===== src/rtl/core/mcet_pkg.sv =====
// ----------------------------------------------------------------------------
// mcet_pkg
// shared types, constants and helpers of the multi-channel echo timer
// ----------------------------------------------------------------------------
package mcet_pkg;

    localparam int CHANNELS  = 8;
    localparam int TIME_BITS = 16;
    localparam int CFG_BITS  = 16;
    localparam int IDX_BITS  = 2;

    localparam logic [TIME_BITS-1:0] TIME_MAX = {TIME_BITS{1'b1}};

    // register indexes
    localparam logic [IDX_BITS-1:0] REG_ACTIVE_MASK  = 2'd0;
    localparam logic [IDX_BITS-1:0] REG_TRIG_LOW     = 2'd1;
    localparam logic [IDX_BITS-1:0] REG_TRIG_HIGH    = 2'd2;
    localparam logic [IDX_BITS-1:0] REG_TIMEOUT      = 2'd3;

    // register reset values
    localparam logic [CHANNELS-1:0] RST_ACTIVE_MASK = {CHANNELS{1'b1}};
    localparam logic [15:0]         RST_TRIG_LOW    = 16'd2;
    localparam logic [15:0]         RST_TRIG_HIGH   = 16'd10;
    localparam logic [15:0]         RST_TIMEOUT     = 16'd30000;

    typedef enum logic [1:0] {
        PH_IDLE   = 2'd0,
        PH_LOW    = 2'd1,
        PH_HIGH   = 2'd2,
        PH_LISTEN = 2'd3
    } phase_t;

    typedef struct packed {
        logic [CHANNELS-1:0] active_mask;
        logic [15:0]         trigger_low_ticks;
        logic [15:0]         trigger_high_ticks;
        logic [15:0]         timeout_ticks;
    } cfg_t;

    typedef struct packed {
        logic [CHANNELS-1:0]  trigger_drive;
        logic [TIME_BITS-1:0] elapsed_ticks;
        logic [CHANNELS-1:0]  captured_now;
        logic                 listening;
        logic                 finished;
        logic                 timed_out;
    } result_t;

    // phase entered after the low phase, skipping a zero-length high phase
    function automatic phase_t after_low(input cfg_t cfg);
        phase_t p;
        p = (cfg.trigger_high_ticks == '0) ? PH_LISTEN : PH_HIGH;
        return p;
    endfunction

    // phase entered on start, skipping zero-length phases
    function automatic phase_t start_phase(input cfg_t cfg);
        phase_t p;
        p = (cfg.trigger_low_ticks == '0) ? after_low(cfg) : PH_LOW;
        return p;
    endfunction

endpackage


===== src/rtl/core/mcet_cfg_regs.sv =====
// ----------------------------------------------------------------------------
// mcet_cfg_regs
// configuration register file written through a plain write port
// ----------------------------------------------------------------------------
module mcet_cfg_regs
    import mcet_pkg::*;
(
    input  logic                clk,
    input  logic                rst_n,
    input  logic                cfg_we,
    input  logic [IDX_BITS-1:0] cfg_index,
    input  logic [CFG_BITS-1:0] cfg_data,
    output cfg_t                cfg
);

    cfg_t cfg_reg;

    always_ff @(posedge clk or negedge rst_n)
    begin
        if (!rst_n)
        begin
            cfg_reg.active_mask        <= RST_ACTIVE_MASK;
            cfg_reg.trigger_low_ticks  <= RST_TRIG_LOW;
            cfg_reg.trigger_high_ticks <= RST_TRIG_HIGH;
            cfg_reg.timeout_ticks      <= RST_TIMEOUT;
        end
        else if (cfg_we)
        begin
            case (cfg_index)
                REG_ACTIVE_MASK: cfg_reg.active_mask        <= cfg_data[CHANNELS-1:0];
                REG_TRIG_LOW:    cfg_reg.trigger_low_ticks  <= cfg_data[15:0];
                REG_TRIG_HIGH:   cfg_reg.trigger_high_ticks <= cfg_data[15:0];
                REG_TIMEOUT:     cfg_reg.timeout_ticks      <= cfg_data[15:0];
                default:         cfg_reg                    <= cfg_reg;
            endcase
        end
    end

    assign cfg = cfg_reg;

endmodule


===== src/rtl/core/mcet_step.sv =====
// ----------------------------------------------------------------------------
// mcet_step
// measurement state and the per-tick step logic producing one result
// ----------------------------------------------------------------------------
module mcet_step
    import mcet_pkg::*;
(
    input  logic                clk,
    input  logic                rst_n,
    input  logic                take,
    input  logic                cmd,
    input  logic [CHANNELS-1:0] echo,
    input  cfg_t                cfg,
    output result_t             res
);

    phase_t               phase_reg, phase_next;
    logic [15:0]          pc_reg, pc_next;
    logic [TIME_BITS-1:0] el_reg, el_next;
    logic [CHANNELS-1:0]  prev_reg, prev_next;
    logic [CHANNELS-1:0]  rise_reg, rise_next;
    logic [CHANNELS-1:0]  fall_reg, fall_next;

    logic [15:0]          pc_inc;
    logic [TIME_BITS-1:0] el_inc;
    logic [CHANNELS-1:0]  act;
    logic [CHANNELS-1:0]  rise;
    logic [CHANNELS-1:0]  capt;

    assign act    = cfg.active_mask;
    assign pc_inc = pc_reg + 16'd1;
    assign el_inc = (el_reg != TIME_MAX) ? el_reg + 1'b1 : el_reg;
    assign rise   = echo & ~prev_reg & act;
    assign capt   = rise_reg & prev_reg & ~echo & ~fall_reg & act;

    always_comb
    begin
        phase_next = phase_reg;
        pc_next    = pc_reg;
        el_next    = el_reg;
        prev_next  = prev_reg;
        rise_next  = rise_reg;
        fall_next  = fall_reg;
        res        = '0;
        if (cmd)
        begin
            el_next    = '0;
            prev_next  = '0;
            rise_next  = '0;
            fall_next  = '0;
            pc_next    = '0;
            phase_next = start_phase(cfg);
        end
        else
        begin
            case (phase_reg)
                PH_LOW:
                begin
                    if (pc_inc >= cfg.trigger_low_ticks)
                    begin
                        pc_next    = '0;
                        phase_next = after_low(cfg);
                    end
                    else
                    begin
                        pc_next = pc_inc;
                    end
                end
                PH_HIGH:
                begin
                    res.trigger_drive = act;
                    if (pc_inc >= cfg.trigger_high_ticks)
                    begin
                        pc_next    = '0;
                        phase_next = PH_LISTEN;
                    end
                    else
                    begin
                        pc_next = pc_inc;
                    end
                end
                PH_LISTEN:
                begin
                    res.listening = 1'b1;
                    el_next       = el_inc;
                    if (el_inc > cfg.timeout_ticks || el_inc == TIME_MAX)
                    begin
                        res.finished  = 1'b1;
                        res.timed_out = 1'b1;
                        phase_next    = PH_IDLE;
                    end
                    else
                    begin
                        res.captured_now = capt;
                        rise_next        = rise_reg | rise;
                        fall_next        = fall_reg | capt;
                        prev_next        = echo;
                        if (((fall_reg | capt) & act) == act)
                        begin
                            res.finished = 1'b1;
                            phase_next   = PH_IDLE;
                        end
                    end
                end
                default:
                begin
                    phase_next = phase_reg;
                end
            endcase
        end
        res.elapsed_ticks = el_next;
    end

    always_ff @(posedge clk or negedge rst_n)
    begin
        if (!rst_n)
        begin
            phase_reg <= PH_IDLE;
            pc_reg    <= '0;
            el_reg    <= '0;
            prev_reg  <= '0;
            rise_reg  <= '0;
            fall_reg  <= '0;
        end
        else if (take)
        begin
            phase_reg <= phase_next;
            pc_reg    <= pc_next;
            el_reg    <= el_next;
            prev_reg  <= prev_next;
            rise_reg  <= rise_next;
            fall_reg  <= fall_next;
        end
    end

endmodule


===== src/rtl/core/multi_channel_echo_timer_core.sv =====
// ----------------------------------------------------------------------------
// multi_channel_echo_timer_core
// triggers up to eight ultrasonic sensors and times their echoes per tick
// ----------------------------------------------------------------------------
// channel   direction  handshake           payload
// in        input      in_valid/in_stall   cmd, echo_sample
// out       output     out_valid/out_stall trigger_drive, elapsed_ticks,
//                                          captured_now, listening,
//                                          finished, timed_out
// cfg       input      cfg_we              cfg_index, cfg_data
//
// one item per cycle sustained while out_stall is low; a transfer is held in the input
// register, then passes through the step logic into the result register
// reset clears the pipeline valids and the measurement state, registers
// take their documented defaults
// a stalled result holds; the input register stalls only when both the
// result and the input register are full
// ----------------------------------------------------------------------------
module multi_channel_echo_timer_core
    import mcet_pkg::*;
(
    input  logic                 clk,
    input  logic                 rst_n,
    input  logic                 in_valid,
    output logic                 in_stall,
    input  logic                 cmd,
    input  logic [CHANNELS-1:0]  echo_sample,
    output logic                 out_valid,
    input  logic                 out_stall,
    output logic [CHANNELS-1:0]  trigger_drive,
    output logic [TIME_BITS-1:0] elapsed_ticks,
    output logic [CHANNELS-1:0]  captured_now,
    output logic                 listening,
    output logic                 finished,
    output logic                 timed_out,
    input  logic                 cfg_we,
    input  logic [IDX_BITS-1:0]  cfg_index,
    input  logic [CFG_BITS-1:0]  cfg_data
);

    cfg_t                cfg;
    result_t             res;
    result_t             res_reg;
    logic                s1_valid_reg;
    logic                s1_cmd_reg;
    logic [CHANNELS-1:0] s1_echo_reg;
    logic                out_valid_reg;
    logic                s1_move;
    logic                in_take;

    assign s1_move  = s1_valid_reg && !(out_valid_reg && out_stall);
    assign in_stall = s1_valid_reg && !s1_move;
    assign in_take  = in_valid && !in_stall;

    mcet_cfg_regs u_cfg
    (
        .clk       (clk),
        .rst_n     (rst_n),
        .cfg_we    (cfg_we),
        .cfg_index (cfg_index),
        .cfg_data  (cfg_data),
        .cfg       (cfg)
    );

    mcet_step u_step
    (
        .clk   (clk),
        .rst_n (rst_n),
        .take  (s1_move),
        .cmd   (s1_cmd_reg),
        .echo  (s1_echo_reg),
        .cfg   (cfg),
        .res   (res)
    );

    always_ff @(posedge clk or negedge rst_n)
    begin
        if (!rst_n)
        begin
            s1_valid_reg  <= 1'b0;
            out_valid_reg <= 1'b0;
        end
        else
        begin
            if (in_take || s1_move)
            begin
                s1_valid_reg <= in_take;
            end
            if (s1_move || !(out_valid_reg && out_stall))
            begin
                out_valid_reg <= s1_move;
            end
        end
    end

    always_ff @(posedge clk)
    begin
        if (in_take)
        begin
            s1_cmd_reg  <= cmd;
            s1_echo_reg <= echo_sample;
        end
        if (s1_move)
        begin
            res_reg <= res;
        end
    end

    assign out_valid     = out_valid_reg;
    assign trigger_drive = res_reg.trigger_drive;
    assign elapsed_ticks = res_reg.elapsed_ticks;
    assign captured_now  = res_reg.captured_now;
    assign listening     = res_reg.listening;
    assign finished      = res_reg.finished;
    assign timed_out     = res_reg.timed_out;

endmodule


===== config.mk =====
export PLATFORM = sky130hd
export DESIGN_NAME = multi_channel_echo_timer_core
export DESIGN_NICKNAME = d
export VERILOG_FILES = /design/src/rtl/core/mcet_pkg.sv /design/src/rtl/core/mcet_cfg_regs.sv /design/src/rtl/core/mcet_step.sv /design/src/rtl/core/multi_channel_echo_timer_core.sv
export SDC_FILE = /design/constraint.sdc
export NUM_CORES = 1
export LEC_CHECK = 0
export ABC_AREA = 1
export BUFFER_PORTS_ARGS = -buffer_cell sky130_fd_sc_hd__clkbuf_2
export CELL_PAD_IN_SITES_DETAIL_PLACEMENT = 1
export CELL_PAD_IN_SITES_GLOBAL_PLACEMENT = 1
export CORE_UTILIZATION = 49
export DETAILED_ROUTE_END_ITERATION = 16
export PLACE_DENSITY = 0.95
export SETUP_SLACK_MARGIN = 0.2
export SLEW_MARGIN = 10
export SYNTH_ARGS = -nofsm -noshare
export SYNTH_HDL_FRONTEND = slang
export SYNTH_SLANG_ARGS = --single-unit
export TNS_END_PERCENT = 100

===== constraint.sdc =====
create_clock -name clk -period 9.01 [get_ports clk]
set_clock_uncertainty 0.1 [all_clocks]
set_input_delay 0.4505 -clock clk [delete_from_list [all_inputs] [get_ports clk]]
set_output_delay 0.4505 -clock clk [all_outputs]
set_load 0.005 [all_outputs]

==> summary.md <==
| Metric | Value |
|---|---|
| Outcome | finished, final reports clean |
| Power Density | 221.6 nW/um^2 |
| Fin Setup TNS | 0 ns |
| Synth unique cells | 33 |
| Dpl hpwl | 18940 um |
| Total clock buffers created by CTS | 17 |
| Launch instance of the worst min-delay path | echo_sample[5] |
| Global route total overflow | 0 |
| Ports | 69 |
| Worst reg2reg path endpoint | u_step.pc_reg[5] |
| Clk buf depth | 2 |
| Smallest hold slack | 0.06771 ns |
| Portion of total power attributed to combinational logic | 20.8% |
| Crit Path Max Fanout | 16 |
| Biggest area contributors in the synthesized netlist | sky130_fd_sc_hd__dfrtp_1 29%, sky130_fd_sc_hd__edfxtp_1 15%, sky130_fd_sc_hd__nand2_1 11%, sky130_fd_sc_hd__ha_1 7.3%, sky130_fd_sc_hd__inv_1 6.6% |
| Period Utilization, post-route | 46.98% |
| Maximum number of pins on one net before global-route repair | 67 |
| Static Leak | 0.004657 uW |
| Count of cells along the worst register-to-register path | 18 |
| Fraction of final layout cells sized beyond drive strength 1 | 12.47% |
| Type of the most critical hold path | primary input to flop |
| Post-synthesis register bit count | 160 |
| List of cells traversed by the critical path | inv_1 -> nor4_1 -> nand4_1 -> nor2_1 -> nand2_1 -> nor2_1 -> nor2_1 -> inv_1 -> ha_1 -> nand2_1 -> inv_1 -> nand3_1 -> inv_1 -> a21oi_1 -> nand3_1 -> o21ai_1 -> nand3_1 -> nand2_1 |
| Biggest cell delay along the critical path | 0.91 ns |
| Via count of the first global-routing pass | 8771 |
| Net switching fraction of the power | 35.10% |
| Site Rows | 47 |
| First-iteration detailed-routing DRC count | 677 |
| Die outline area | 17990 um^2 |
| Required time at the endpoint of the critical path | 9.29 ns |
| Max capacitance violation total | 0 |
| GR Util All Layers | 34.09% |
| Starting Density | 50.87% |
| Sequential element share of the synthesized area | 49.63% |
| Synthesized instance count | 1029 |
| Final Hold Violating Endpoints | 0 |
| Die width | 134.1 um |
| Critical path capture point type | flop |
| Internal power contribution | 1392 uW |
| Sw power | 752.9 uW |
| Net Count, Synth | 1111 |
| DRC viols | 0 |
| First-pass GRT wire length | 46630 um |
| Chip Height | 134.1 um |
| Syn Area/Cell | 8.315 um^2 |
| Slowest stage cell on the critical path | sky130_fd_sc_hd__o21ai_1 |
| Critical path class | flop to flop |
| Synthesis-to-layout area growth | 13.15% |
| FF-to-FF setup slack | 4.78 ns |
| Number of iterations in the first detailed-routing pass | 5 |
| GPL Wtd Cong | 0.8506 |
| Final setup violation count | 0 |
| Most Frequent Cell on Critical Path | sky130_fd_sc_hd__inv_1 |
| Element type at the critical path start | flop |
| EDFF count, synth | 44 |
| Clock-pin slew on the worst setup and hold paths | 0.08 ns |
| Clk network pwr share | 34.8% |
| Data arrival time of the critical path | 4.51 ns |
| Minimum period implied by the final worst setup slack | 4.233 ns |
| Cells on Worst Hold Path | 1 |
| Post-route ant nets | 0 |
| Average wire length per cell after detail routing | 21.97 um |
| Setup repair after global routing missed its margin | no |
| Number of nets at the end of the flow | 1176 |
| Seq pwr share | 44.4% |
| Slew Limit Headroom | 23.00% |
| Commonest non-fill, non-tap cell in the layout | sky130_fd_sc_hd__nand2_1 |
| Overall routed net length | 29150 um |
| Peak Freq | 236.3 MHz |
| Synth Flop Type | sky130_fd_sc_hd__dfrtp_1 |
| Antenna Diode Count | 0 |
| Buffers added on ports | 68 |
| Worst Max-Slew Pin Slew | 1.147 ns |
| Core ar. | 16820 um^2 |
| Final Max Slew Viols | 0 |
| CTS Root Buffer Type | sky130_fd_sc_hd__clkbuf_16 |
| Initial antenna violation count | 0 |
| Dominant delay contributor by cell family on the critical path | simple AND/OR/NAND/NOR gates |
| Clock H-tree levels | 4 |
| Worst Path Buf+Inv | 4 |
| RR Startpoint | u_step.pc_reg[0] |
| Utilization after layout | 57.56% |
| Clock tree from TritonCTS | yes |
| Area of the mapped netlist | 8556 um^2 |
| Post-synthesis async set-or-reset flop share | 72.50% |
| IR Drop Worst-Case VDD | 0.0001632 V |
| Vias | 7982 |
| Commonest non-fill, non-tap cells in the layout | 250 x sky130_fd_sc_hd__nand2_1, 149 x sky130_fd_sc_hd__inv_1, 108 x sky130_fd_sc_hd__o21ai_0 |
| Post-Place Worst Slack | 4.930 ns |
| Worst hold endpoint | s1_echo_reg[5] |
| Largest register FFs | 56 |
| Post-cts resize count | 0 |
| Insertion delay of the later-clocked pin in the worst-skew pair | 0.45 ns |
| Total number of clock tree sinks | 160 |
| Area fraction of the dominant cell type after synthesis | 28.66% |
| Min setup slack post-route | 4.777 ns |
| Total number of yosys warnings | 0 |
| Average vias per placed instance | 6.015 |
| Cell taking the most area after synthesis | sky130_fd_sc_hd__dfrtp_1 |
[metal layers]
layer  vias up  wire length [um]  part of all wire (%)  GRT usage (%)
li1       3517                 -                     -              -
met1      3969             10950                    38          38.39
met2       360             15010                    51          59.61
met3       136              1552                   5.3          6.160
met4         0              1640                   5.6          21.72
met5         -                 0                     0              0
[cell families (layout without fill, tap and decap cells)]
| kind of cell | count (synthesis) | after routing | share of synthesized area (%) |
|---|---|---|---|
| simple gates | 451 | 451 | 22.73 |
| buf+inv | 181 | 259 | 8.292 |
| compound gates | 172 | 172 | 10.50 |
| flops | 160 | 160 | 49.63 |
| fa+ha+maj | 50 | 50 | 7.312 |
| xor+xnor | 15 | 15 | 1.535 |
[Yosys cell counts, types with 4 or more instances]
library cell,n
sky130_fd_sc_hd__nand2_1,250
sky130_fd_sc_hd__inv_1,150
sky130_fd_sc_hd__o21ai_0,108
sky130_fd_sc_hd__dfrtp_1,98
sky130_fd_sc_hd__nand3_1,72
sky130_fd_sc_hd__nor2_1,68
sky130_fd_sc_hd__ha_1,50
sky130_fd_sc_hd__edfxtp_1,44
sky130_fd_sc_hd__a21oi_1,42
sky130_fd_sc_hd__nand4_1,22
sky130_fd_sc_hd__clkbuf_1,21
sky130_fd_sc_hd__dfstp_2,18
sky130_fd_sc_hd__nor3_1,17
sky130_fd_sc_hd__xor2_1,11
sky130_fd_sc_hd__nor4_1,9
sky130_fd_sc_hd__o22ai_1,7
sky130_fd_sc_hd__nand2_2,4
sky130_fd_sc_hd__o211ai_1,4
sky130_fd_sc_hd__o21a_1,4
sky130_fd_sc_hd__o21ai_1,4
sky130_fd_sc_hd__xnor2_1,4
[how the worst max path moves through the flow]
stage	cells past startpoint	startpoint	slack [ns]	end
detailed placement	18	u_step.pc_reg[0]	4.93	u_step.pc_reg[10]
global route	18	u_step.pc_reg[0]	4.37	u_step.pc_reg[10]
floorplan	20	u_step.pc_reg[0]	5.84	u_step.pc_reg[10]
global placement	17	u_step.pc_reg[0]	5.29	u_step.pc_reg[0]
CTS	18	u_step.pc_reg[0]	4.79	u_step.pc_reg[10]
finish	18	u_step.pc_reg[0]	4.78	u_step.pc_reg[5]
[worst register-to-register path, cell delays in order (launching register included)]
cell	delay, ns
sky130_fd_sc_hd__dfrtp_1	0.41
sky130_fd_sc_hd__inv_1	0.10
sky130_fd_sc_hd__nor4_1	0.51
sky130_fd_sc_hd__nand4_1	0.25
sky130_fd_sc_hd__nor2_1	0.25
sky130_fd_sc_hd__nand2_1	0.09
sky130_fd_sc_hd__nor2_1	0.11
sky130_fd_sc_hd__nor2_1	0.06
sky130_fd_sc_hd__inv_1	0.09
sky130_fd_sc_hd__ha_1	0.25
sky130_fd_sc_hd__nand2_1	0.10
sky130_fd_sc_hd__inv_1	0.05
sky130_fd_sc_hd__nand3_1	0.09
sky130_fd_sc_hd__inv_1	0.07
sky130_fd_sc_hd__a21oi_1	0.21
sky130_fd_sc_hd__nand3_1	0.15
sky130_fd_sc_hd__o21ai_1	0.91
sky130_fd_sc_hd__nand3_1	0.19
sky130_fd_sc_hd__nand2_1	0.17
[what timing repair did]
action                    CTS  global route
hold endpoints to repair   43             0
setup buffers               0             0
hold buffers                1             0
[power groups by stage]
stage / sequential [uW] / combinational (uW) / clock [uW]
after floorplan: 927 / 275 / 0
after global routing: 959 / 496 / 770
after global placement: 940 / 385 / 0
after CTS: 947 / 441 / 744
after detailed placement: 953 / 415 / 0
final: 951 / 446 / 747
[area by class of cell]
cell class                 count  area [um^2]
clock buffer                  17        425.4
clock inverter                15        161.4
fill                        2057         7138
inverter                     153        574.3
multi-input combinational    688         3607
sequential                   160         4247
tap                          220        275.3
timing repair buffer          74        390.4
[metrics by stage]
stage / total power, uW / cells / area [um^2]
floorplan: 1202 / 1029 / 8556
global placement: 1326 / 1294 / 9079
detailed placement: 1368 / 1294 / 9079
CTS: 2133 / 1327 / 9676
global route: 2225 / 1327 / 9681
finish: 2145 / 1327 / 9681
(Power assumes the default switching activity.)
